<file path="config.mk">
export PLATFORM = sky130hd
export DESIGN_NAME = positional_ordered_list_top
export DESIGN_NICKNAME = d
export VERILOG_FILES = /design/src/sv/pol_pkg.sv /design/src/sv/positional_ordered_list_top.sv /design/src/sv/pol_ram.sv
export SDC_FILE = /design/constraint.sdc
export NUM_CORES = 1
export LEC_CHECK = 0
export BUFFER_PORTS_ARGS = -buffer_cell sky130_fd_sc_hd__buf_4
export CORE_UTILIZATION = 59
export CTS_BUF_LIST = sky130_fd_sc_hd__clkbuf_8
export DETAILED_ROUTE_END_ITERATION = 16
export PLACE_DENSITY = 0.81
export SETUP_SLACK_MARGIN = 0.15
export SKIP_LAST_GASP = 1
export SYNTH_ARGS = -nofsm -noshare
export SYNTH_HDL_FRONTEND = slang
export SYNTH_SLANG_ARGS = --single-unit
</file>
<file path="constraint.sdc">
create_clock -name clk -period 6.2 [get_ports clk]
set_input_delay 0.93 -clock clk [delete_from_list [all_inputs] [get_ports clk]]
set_output_delay 0.93 -clock clk [all_outputs]
set_load 0.005 [all_outputs]
</file>
<file path="src/sv/pol_pkg.sv">
// Package with the command codes, status codes and beat layout of the positional ordered list.
`default_nettype none
package pol_pkg;

  localparam int OPCODE_W   = 4;
  localparam int POSITION_W = 8;
  localparam int VALUE_W    = 32;
  localparam int STATUS_W   = 2;
  localparam int COUNT_W    = 7;

  localparam int IN_DATA_W  = 48;
  localparam int OUT_DATA_W = 48;

  localparam logic [OPCODE_W-1:0] OP_ADD_FRONT    = 4'd0;
  localparam logic [OPCODE_W-1:0] OP_ADD_BACK     = 4'd1;
  localparam logic [OPCODE_W-1:0] OP_INSERT_AT    = 4'd2;
  localparam logic [OPCODE_W-1:0] OP_REMOVE_FRONT = 4'd3;
  localparam logic [OPCODE_W-1:0] OP_REMOVE_BACK  = 4'd4;
  localparam logic [OPCODE_W-1:0] OP_REMOVE_AT    = 4'd5;
  localparam logic [OPCODE_W-1:0] OP_COUNT        = 4'd6;
  localparam logic [OPCODE_W-1:0] OP_DUMP         = 4'd7;
  localparam logic [OPCODE_W-1:0] OP_CLEAR        = 4'd8;

  localparam logic [STATUS_W-1:0] ST_OK     = 2'd0;
  localparam logic [STATUS_W-1:0] ST_EMPTY  = 2'd1;
  localparam logic [STATUS_W-1:0] ST_BADPOS = 2'd2;
  localparam logic [STATUS_W-1:0] ST_FULL   = 2'd3;

  typedef struct packed {
    logic [STATUS_W-1:0] status;
    logic [COUNT_W-1:0]  count;
    logic [VALUE_W-1:0]  element;
    logic                last;
  } out_beat_t;

endpackage
`default_nettype wire

</file>
<file path="src/sv/positional_ordered_list_top.sv">
// Top level of the positional ordered list: command decode, shift sequencer and output register.
// An insert at index i moves count-i entries and a remove count-i-1, one entry per cycle.
// A shift runs S_SHIFT, S_DRAIN, then S_INSW for an insert, then S_RESP, which loads the beat.
// Other commands go to S_RESP, an insert at the list end via S_INSW. A dump streams one beat
// per cycle while out_tready allows; the next command is taken the cycle after the last beat loads.
// Reset clears the element count and the control state; list contents stay undefined until written.
`default_nettype none
module positional_ordered_list_top #(
  parameter int LIST_DEPTH = 16
) (
  input  wire logic        clk,
  input  wire logic        rst_n,
  input  wire logic        in_tvalid,
  output logic             in_tready,
  input  wire logic [47:0] in_tdata,   // opcode[3:0], position[11:4], value[43:12], zero pad
  output logic             out_tvalid,
  input  wire logic        out_tready,
  output logic      [47:0] out_tdata,  // status[1:0], count[8:2], element[40:9], zero pad
  output logic             out_tlast
);

  localparam int AW = $clog2(LIST_DEPTH);
  localparam int CW = $clog2(LIST_DEPTH + 1);

  localparam logic [2:0] S_IDLE  = 3'd0;
  localparam logic [2:0] S_SHIFT = 3'd1;
  localparam logic [2:0] S_DRAIN = 3'd2;
  localparam logic [2:0] S_INSW  = 3'd3;
  localparam logic [2:0] S_RESP  = 3'd4;
  localparam logic [2:0] S_DUMP  = 3'd5;

  logic [2:0]                     state_r, state_nxt;
  logic [CW-1:0]                  cnt_r, cnt_nxt;
  logic [AW-1:0]                  src_r, src_nxt;
  logic [AW-1:0]                  end_r, end_nxt;
  logic                           dir_r, dir_nxt;
  logic                           ins_r, ins_nxt;
  logic [AW-1:0]                  idx_r, idx_nxt;
  logic [pol_pkg::VALUE_W-1:0]    val_r, val_nxt;
  logic [pol_pkg::STATUS_W-1:0]   st_r, st_nxt;
  logic [AW-1:0]                  dptr_r, dptr_nxt;
  logic                           pend_r;
  logic [AW-1:0]                  pend_dst_r;

  logic                           out_valid_r, out_valid_nxt;
  pol_pkg::out_beat_t             out_r, out_nxt;

  logic [pol_pkg::OPCODE_W-1:0]   in_op;
  logic [pol_pkg::POSITION_W-1:0] in_pos;
  logic [pol_pkg::VALUE_W-1:0]    in_val;
  logic                           in_fire;
  logic                           slot_free;
  logic                           load;
  logic [CW-1:0]                  cnt_m1;
  logic                           is_empty;
  logic                           is_full;
  logic                           pos_bad;
  logic                           do_ins;
  logic                           do_rem;
  logic [AW-1:0]                  ins_idx;
  logic [AW-1:0]                  rem_idx;
  logic                           dump_last;

  logic                           ram_we;
  logic [AW-1:0]                  ram_waddr;
  logic [pol_pkg::VALUE_W-1:0]    ram_wdata;
  logic [AW-1:0]                  ram_raddr;
  logic [pol_pkg::VALUE_W-1:0]    ram_rdata;

  assign in_op  = in_tdata[3:0];
  assign in_pos = in_tdata[11:4];
  assign in_val = in_tdata[43:12];

  assign in_tready = (state_r == S_IDLE);
  assign in_fire   = in_tvalid && in_tready;
  assign slot_free = !out_valid_r || out_tready;
  assign load      = slot_free && ((state_r == S_RESP) || (state_r == S_DUMP));

  assign cnt_m1    = cnt_r - CW'(1);
  assign is_empty  = (cnt_r == '0);
  assign is_full   = (cnt_r >= CW'(LIST_DEPTH));
  assign pos_bad   = (9'(in_pos) >= 9'(cnt_r));
  assign dump_last = (CW'(dptr_r) == cnt_m1);

  assign ram_we    = pend_r || (state_r == S_INSW);
  assign ram_waddr = pend_r ? pend_dst_r : idx_r;
  assign ram_wdata = pend_r ? ram_rdata : val_r;

  always_comb begin
    case (state_r)
      S_SHIFT: ram_raddr = src_r;
      S_DUMP:  ram_raddr = load ? dptr_r + AW'(1) : dptr_r;
      default: ram_raddr = '0;
    endcase
  end

  pol_ram #(
    .WIDTH (pol_pkg::VALUE_W),
    .DEPTH (LIST_DEPTH)
  ) u_store (
    .clk   (clk),
    .we    (ram_we),
    .waddr (ram_waddr),
    .wdata (ram_wdata),
    .raddr (ram_raddr),
    .rdata (ram_rdata)
  );

  always_comb begin
    state_nxt = state_r;
    cnt_nxt   = cnt_r;
    src_nxt   = src_r;
    end_nxt   = end_r;
    dir_nxt   = dir_r;
    ins_nxt   = ins_r;
    idx_nxt   = idx_r;
    val_nxt   = val_r;
    st_nxt    = st_r;
    dptr_nxt  = dptr_r;
    do_ins    = 1'b0;
    do_rem    = 1'b0;
    ins_idx   = '0;
    rem_idx   = '0;

    case (state_r)
      S_IDLE: begin
        if (in_fire) begin
          val_nxt   = in_val;
          st_nxt    = pol_pkg::ST_OK;
          dptr_nxt  = '0;
          state_nxt = S_RESP;
          case (in_op)
            pol_pkg::OP_ADD_FRONT, pol_pkg::OP_ADD_BACK: begin
              if (is_full) begin
                st_nxt = pol_pkg::ST_FULL;
              end else begin
                do_ins  = 1'b1;
                ins_idx = (in_op == pol_pkg::OP_ADD_FRONT) ? '0 : AW'(cnt_r);
              end
            end
            pol_pkg::OP_INSERT_AT: begin
              if (is_empty) begin
                st_nxt = pol_pkg::ST_EMPTY;
              end else if (pos_bad) begin
                st_nxt = pol_pkg::ST_BADPOS;
              end else if (is_full) begin
                st_nxt = pol_pkg::ST_FULL;
              end else begin
                do_ins  = 1'b1;
                ins_idx = AW'(in_pos);
              end
            end
            pol_pkg::OP_REMOVE_FRONT, pol_pkg::OP_REMOVE_BACK: begin
              if (is_empty) begin
                st_nxt = pol_pkg::ST_EMPTY;
              end else begin
                do_rem  = 1'b1;
                rem_idx = (in_op == pol_pkg::OP_REMOVE_FRONT) ? '0 : AW'(cnt_m1);
              end
            end
            pol_pkg::OP_REMOVE_AT: begin
              if (is_empty) begin
                st_nxt = pol_pkg::ST_EMPTY;
              end else if (pos_bad) begin
                st_nxt = pol_pkg::ST_BADPOS;
              end else begin
                do_rem  = 1'b1;
                rem_idx = AW'(in_pos);
              end
            end
            pol_pkg::OP_DUMP: begin
              if (is_empty) begin
                st_nxt = pol_pkg::ST_EMPTY;
              end else begin
                state_nxt = S_DUMP;
              end
            end
            pol_pkg::OP_CLEAR: begin
              cnt_nxt = '0;
            end
            default: begin
            end
          endcase

          if (do_ins) begin
            cnt_nxt = cnt_r + CW'(1);
            ins_nxt = 1'b1;
            idx_nxt = ins_idx;
            if (CW'(ins_idx) == cnt_r) begin
              state_nxt = S_INSW;
            end else begin
              src_nxt   = AW'(cnt_m1);
              end_nxt   = ins_idx;
              dir_nxt   = 1'b0;
              state_nxt = S_SHIFT;
            end
          end

          if (do_rem) begin
            cnt_nxt = cnt_m1;
            ins_nxt = 1'b0;
            if (CW'(rem_idx) != cnt_m1) begin
              src_nxt   = rem_idx + AW'(1);
              end_nxt   = AW'(cnt_m1);
              dir_nxt   = 1'b1;
              state_nxt = S_SHIFT;
            end
          end
        end
      end
      S_SHIFT: begin
        src_nxt = dir_r ? src_r + AW'(1) : src_r - AW'(1);
        if (src_r == end_r) begin
          state_nxt = S_DRAIN;
        end
      end
      S_DRAIN: begin
        state_nxt = ins_r ? S_INSW : S_RESP;
      end
      S_INSW: begin
        state_nxt = S_RESP;
      end
      S_RESP: begin
        if (slot_free) begin
          state_nxt = S_IDLE;
        end
      end
      S_DUMP: begin
        if (slot_free) begin
          if (dump_last) begin
            state_nxt = S_IDLE;
          end else begin
            dptr_nxt = dptr_r + AW'(1);
          end
        end
      end
      default: begin
        state_nxt = S_IDLE;
      end
    endcase
  end

  always_comb begin
    out_nxt         = out_r;
    out_valid_nxt   = out_tready ? 1'b0 : out_valid_r;
    if (load) begin
      out_valid_nxt   = 1'b1;
      out_nxt.count   = pol_pkg::COUNT_W'(cnt_r);
      if (state_r == S_DUMP) begin
        out_nxt.status  = pol_pkg::ST_OK;
        out_nxt.element = ram_rdata;
        out_nxt.last    = dump_last;
      end else begin
        out_nxt.status  = st_r;
        out_nxt.element = '0;
        out_nxt.last    = 1'b1;
      end
    end
  end

  always_ff @(posedge clk) begin
    if (!rst_n) begin
      state_r     <= S_IDLE;
      cnt_r       <= '0;
      pend_r      <= 1'b0;
      out_valid_r <= 1'b0;
    end else begin
      state_r     <= state_nxt;
      cnt_r       <= cnt_nxt;
      pend_r      <= (state_r == S_SHIFT);
      out_valid_r <= out_valid_nxt;
    end
  end

  always_ff @(posedge clk) begin
    src_r      <= src_nxt;
    end_r      <= end_nxt;
    dir_r      <= dir_nxt;
    ins_r      <= ins_nxt;
    idx_r      <= idx_nxt;
    val_r      <= val_nxt;
    st_r       <= st_nxt;
    dptr_r     <= dptr_nxt;
    pend_dst_r <= dir_r ? src_r - AW'(1) : src_r + AW'(1);
    out_r      <= out_nxt;
  end

  assign out_tvalid = out_valid_r;
  assign out_tlast  = out_r.last;
  assign out_tdata  = {7'd0, out_r.element, out_r.count, out_r.status};

  a_count_bound : assert property (@(posedge clk) disable iff (!rst_n)
    cnt_r <= CW'(LIST_DEPTH))
    else $error("element count above list depth");

  a_idle_no_write : assert property (@(posedge clk) disable iff (!rst_n)
    (state_r == S_IDLE) |-> !ram_we)
    else $error("list store written while idle");

  a_error_is_last : assert property (@(posedge clk) disable iff (!rst_n)
    (out_valid_r && out_r.status != pol_pkg::ST_OK) |-> out_r.last)
    else $error("error status on a beat that is not last");

  a_dump_in_range : assert property (@(posedge clk) disable iff (!rst_n)
    (state_r == S_DUMP) |-> (CW'(dptr_r) < cnt_r))
    else $error("dump pointer beyond element count");

  a_dump_entry : assert property (@(posedge clk) disable iff (!rst_n)
    (in_fire && in_op == pol_pkg::OP_DUMP && !is_empty) |=> (state_r == S_DUMP))
    else $error("dump of a filled list did not start");

endmodule
`default_nettype wire

</file>
<file path="src/sv/pol_ram.sv">
// Generic single write port RAM with one registered read port.
`default_nettype none
module pol_ram #(
  parameter int WIDTH = 32,
  parameter int DEPTH = 16
) (
  input  wire logic                     clk,
  input  wire logic                     we,
  input  wire logic [$clog2(DEPTH)-1:0] waddr,
  input  wire logic [WIDTH-1:0]         wdata,
  input  wire logic [$clog2(DEPTH)-1:0] raddr,
  output logic      [WIDTH-1:0]         rdata
);

  logic [WIDTH-1:0] mem [DEPTH];

  always_ff @(posedge clk) begin
    if (we) begin
      mem[waddr] <= wdata;
    end
    rdata <= mem[raddr];
  end

endmodule
`default_nettype wire
</file>
==> summary.txt, run 1 <==
Syn avg cell area: 16.9 um^2
Vias in the first global route: 14,300
Ports: 103
Clock sink total: 650
Hold EP: val_r[27]
Post-route DRC: 0
Fmax: 0.277 GHz
Post-route clock period utilization: 58.3%
Vias per inst: 5.89
Static leakage: 11.1 nW
Crit path max fanout: 14
RSZ-0062 raised after global routing: no
Routability cong.: 0.866
Pwr Total: 9.83 mW
Gr usage total: 23.9%
Max incr delay on CP: 0.69 ns
Mapped Area: 0.0270 mm^2
Initial antenna violation count: 0
Number of buffers created by CTS: 100
Routed Antenna Nets: 0
Final min period: 3.61 ns
R2R setup slack: 2.59 ns
Crit-path slowest cell: dfxtp_1
Ant diodes: 0
Final setup fails: 0
Ys async rst share: 0%
Num rows: 78
P&R area growth vs syn: 12.3%
Top_reg_cell synth: edfxtp_1
Post-synthesis sequential area ratio: 70.5%
Final worst-path setup slack: 2.59 ns
Worst path required time: 6.65 ns
Worst-skew pair later-pin latency: 0.69 ns
Hold Crit Depth: 1
Maximum vdd drop: 0.000223 V
CTS resizes: 0
Share of post-route cells with drive strength above 1: 17.8%
Global-route wire length before repair: 83,200 um
Core region area: 0.0453 mm^2
Max-cap violations: 0
Seq cells post-synth: 650
Fin nets: 1,795
Cell Pwr Density: 324 mW/mm^2
Post-CTS setup buffers: 0
Cells after Synth: 1,597
Overflow after GRT: 0
CP Launch Type: register
Drt initial violations: 1,175
Setup tns final: 0 ns
IO Port Bufs: 89
Clock transition at path regs: 0.06 ns
Outcome: finished, final reports clean
Mean routed wirelength per cell: 22.9 um
Hold WS: 0.416 ns
Vias: 14,200
CP Class: reg2reg
Die Width: 216 um
Clock Tree Root: clkbuf_8
Final Hold Viols: 0
Die outline height: 216 um
Worst Clk Skew: 0.0286 ns
Hold path startpoint: in_tdata[39]
CTS Hold Bufs: 0
RR Startpoint: cnt_r[4]
Register-to-Register Path Depth: 9
Distinct cells, synth: 81
Yosys warns: 0
CP cell instances: inv_1 > ha_1 > nor4_4 > nand2_2 > nor4_2 > o22ai_1 > a2111oi_4 > nor4_1 > a211o_1
Placed wire-length estimate: 29,600 um
Core Util, Final: 67.0%
Worst-margin pin slew: 1.15 ns
CTS tree: yes
Hold crit path type: in2reg
Pre-antenna DRT Iters: 6
Routed wire length: 55,500 um
H-tree Lvls: 3
Setup Slack @ Placement: 2.40 ns
Critical Path AT: 4.06 ns
FF-to-FF End: src_r[2]
Area of the die: 0.0467 mm^2
CP Capture Type: register
Slew Limit Headroom: 23.0%
Final slew viol count: 0
CTS max path bufs: 3
Post-synth EDFFs: 604
Initial Util: 59.7%
Largest net degree at the start of global routing: 129
metrics by stage:
step | instance area (um^2) | std cells
floorplan | 27100 | 1605
global placement | 28400 | 2230
detailed placement | 28400 | 2230
CTS | 30400 | 2418
global route | 30400 | 2418
finish | 30400 | 2418
cells in the mapped netlist (all sizes together), types with 3 or more instances:
master	instances	area share, %
clkbuf	21	0.29
nor4	9	0.39
nor3	12	0.24
and2	37	0.86
nand4	5	0.12
buf	69	1.4
a31oi	6	0.19
a21oi	13	0.24
o221ai	3	0.14
nand2	38	0.55
edfxtp	604	67
and3	5	0.12
inv	19	0.26
nor2b	5	0.12
o211ai	3	0.083
o21ai	18	0.38
ha	11	0.51
nor2	50	0.71
mux2i	496	18
dfxtp	46	3.4
xnor2	13	0.45
xor2	9	0.29
mux2	33	1.4
nand3	9	0.19
o32ai	4	0.16
a22oi	5	0.14
a21o	5	0.14
o22ai	6	0.14
worst max-delay path by stage:
stage                      from                end  slack, ns  cells after the start
CTS                    cnt_r[4]           src_r[2]       2.71                      9
global route           cnt_r[4]         state_r[2]       2.34                      9
global placement    in_tdata[5]           src_r[2]       2.50                      9
floorplan           in_tdata[5]           src_r[2]       2.97                      9
detailed placement   out_tready  u_store.rdata[23]       2.40                      9
finish                 cnt_r[4]           src_r[2]       2.59                      9
report_power, final:
group	leakage (nW)	switching, mW	internal [mW]
combinational	4.09	0.697	0.436
clock	1.16	1.62	1.74
sequential	5.86	0.132	5.20
kinds of logic after synthesis:
family,synth area share [%]
muxes,19.8
other,0.0139
adders and majority gates,0.509
and+or+nand+nor,3.72
DFF,70.5
AOI/OAI and AO/OA,2.69
xor gates and xnor gates,0.741
buffers and inverters,1.98
final cells by class:
class                           instances  area [um^2]
Timing Repair Buffer                  115          926
Inverter                               19         71.3
Clock buffer                          112         1540
Fill cell                            3051        14900
Clock inverter                         76          384
Tap cell                              600          751
Sequential cell                       650        19100
Multi-Input combinational cell        846         7630
flip-flops by register name, indices dropped and copies added, names as in the netlist, 5 cells and up:
signal and cells:
u_store.rdata 32, cnt_r 5, u_store.mem 512, val_r 32, out_tdata 39
worst max-delay path, delay by kind of cell (launching register included):
| kind | cells | cell delay [ns] |
|---|---|---|
| compound gates | 3 | 1.06 |
| buf+inv | 1 | 0.29 |
| simple gates | 4 | 1.02 |
| flops | 1 | 0.69 |
| fa+ha+maj | 1 | 0.29 |
layer usage:
| metal | track usage, % | part of all wire [%] |
|---|---|---|
| met1 | 31.6 | 41 |
| met2 | 39.6 | 50 |
| met3 | 4.62 | 6.4 |
| met4 | 8.54 | 2.5 |
| met5 | 0 | 0 |
layout by cell type, fill, tap and decap left out, drive strengths merged, types with 11 or more instances in the layout:
master  count
nor3       12
a21oi      13
mux2i     496
nand2      38
inv        74
buf       115
mux2       33
clkinv     17
ha         11
nor2       50
o21ai      18
and2       37
clkbuf    112
xnor2      13
edfxtp    604
dfxtp      46
(Power assumes the default switching activity.)
==> inputs of run 2 (changes only) <==
==> constraint.sdc (replaced) <==
create_clock -name clk -period 3.47 [get_ports clk]
set_input_delay 0.5205 -clock clk [delete_from_list [all_inputs] [get_ports clk]]
set_output_delay 0.5205 -clock clk [all_outputs]
set_load 0.005 [all_outputs]
==> run 2 against run 1 <==
Against the previous run: clock skew up 0.0025 ns; non-clock buffer count up 70; highest routed layer unchanged; worst hold slack worse by 0.34 ns; largest power group unchanged.
==> summary.txt, run 2 (same netlist as run 1, synthesis figures left out) <==
Overflow after GRT: 0
Sw frac: 24.5%
Final Hold Viols: 0
Pint: 13.3 mW
Setup tns final: 0 ns
Worst-skew pair later-pin latency: 0.68 ns
Fin nets: 1,863
Vias in the first global route: 14,800
Max incr delay on CP: 0.55 ns
Vias: 14,600
Pre-antenna DRT Iters: 5
Crit path max fanout: 9
Clock Tree Root: clkbuf_8
Clock sink total: 650
RSZ-0062 raised after global routing: no
H-tree Lvls: 3
Routed wire length: 56,600 um
Number of buffers created by CTS: 98
Global-route wire length before repair: 86,300 um
Most flops, register: u_store.mem
CP Capture Type: register
Placed wire-length estimate: 32,700 um
Final setup fails: 0
Post-route DRC: 0
R2R setup slack: 0.36 ns
Slew Limit Headroom: 33.5%
Routability cong.: 0.873
Post-CTS setup buffers: 0
Cell Pwr Density: 566 mW/mm^2
CP Launch Type: register
Worst path required time: 3.88 ns
Die Width: 216 um
Vias per inst: 5.88
Mean routed wirelength per cell: 22.8 um
Share of post-route cells with drive strength above 1: 19.5%
Ports: 103
Routed Antenna Nets: 0
Area of the die: 0.0467 mm^2
Core region area: 0.0453 mm^2
Fmax: 0.321 GHz
IO Port Bufs: 89
Post-route clock period utilization: 89.7%
Max reg flops: 512
Crit path buf inv count: 1
Most common cell after layout, fill and taps aside: edfxtp_1
Max-cap violations: 0
Clock transition at path regs: 0.06 ns
Final slew viol count: 0
CTS resizes: 0
Initial Util: 59.7%
Hold crit path type: in2reg
Hold WS: 0.0806 ns
Crit-path slowest cell: a2111oi_4
P&R area growth vs syn: 15.2%
Psw: 4.32 mW
CP Class: reg2reg
Worst-margin pin slew: 0.997 ns
Maximum vdd drop: 0.000395 V
Initial antenna violation count: 0
Num rows: 78
Most frequent cells in the layout: 604 x edfxtp_1, 496 x mux2i_1, 133 x buf_4
CP cell instances: inv_1 > ha_1 > nor2b_1 > o2111a_1 > nor4_2 > o22ai_1 > a2111oi_4 > nor4_1 > a211o_1
CTS max path bufs: 3
Drt initial violations: 1,226
Gate power share: 12.1%
Static leakage: 11.4 nW
Clk pwr share: 33.8%
Largest net degree at the start of global routing: 49
Die outline height: 216 um
Crit-path leading delay family: compound AO/OA/AOI/OAI gates
Final min period: 3.11 ns
Seq pwr share: 54.0%
Fill cells: 2,998
Worst Clk Skew: 0.0311 ns
CTS tree: yes
Ant diodes: 0
Outcome: finished, final reports clean
Critical Path AT: 3.52 ns
Gr usage total: 24.7%
==> run 2: power groups by stage <==
stage	Sequential (mW)	Combinational, mW	Clock, mW
4_1_cts	9.51	2.15	6.07
3_5_place_dp	9.67	2.11	0
5_1_grt	9.55	2.32	6.38
2_1_floorplan	9.58	1.35	0
3_3_place_gp	9.66	2.04	0
6_report	9.51	2.14	5.96
==> run 2: final timing paths <==
path	cells after the start	end	startpoint
worst max-delay path	9	src_r[2]	cnt_r[1]
worst min-delay path	1	val_r[31]	in_tdata[43]
worst max register to register	9	src_r[2]	cnt_r[1]
worst min register to register	1	out_tdata[0]	st_r[0]
==> run 2: layout make-up <==
class                   count  area [um^2]  share of cell area (%)
flip-flops and latches    650        19100                    61.2
multi-input cells         846         7630                    24.5
repair buffers            185         1730                    5.55
clock buffers             111         1530                    4.91
well taps                 600          751                    2.41
clock inverters            67          370                    1.19
inverters                  19         71.3                   0.229
==> run 2: repair_timing <==
item	in CTS	in global routing
hold buffers	31	0
setup endpoints to repair	0	0
endpoints found under the hold margin	31	0
==> run 2: worst reg2reg max path, stage by stage, from the launching register on <==
cell	delay [ns]
dfxtp_1	0.36
inv_1	0.10
ha_1	0.29
nor2b_1	0.15
o2111a_1	0.40
nor4_2	0.42
o22ai_1	0.20
a2111oi_4	0.55
nor4_1	0.11
a211o_1	0.28
==> run 2: per-stage QoR <==
stage               power, mW  util [%]  instances  area, um^2  setup WS [ns]
global placement         11.7      63.9       2269       28900          0.215
finish                   17.6      68.8       2478       31100          0.356
detailed placement       11.8      63.9       2269       28900          0.209
floorplan                10.9         -       1605       27100          0.494
global route             18.2      68.8       2478       31100          0.229
CTS                      17.7      68.8       2478       31100          0.400
==> run 2: metal layers <==
metal	vias up	global-route usage (%)	wire, um
met5	-	0	0
met4	0	9.34	1560
met3	127	4.37	3450
met2	513	40.8	27800
met1	7331	33.0	23800
li1	6601	-	-
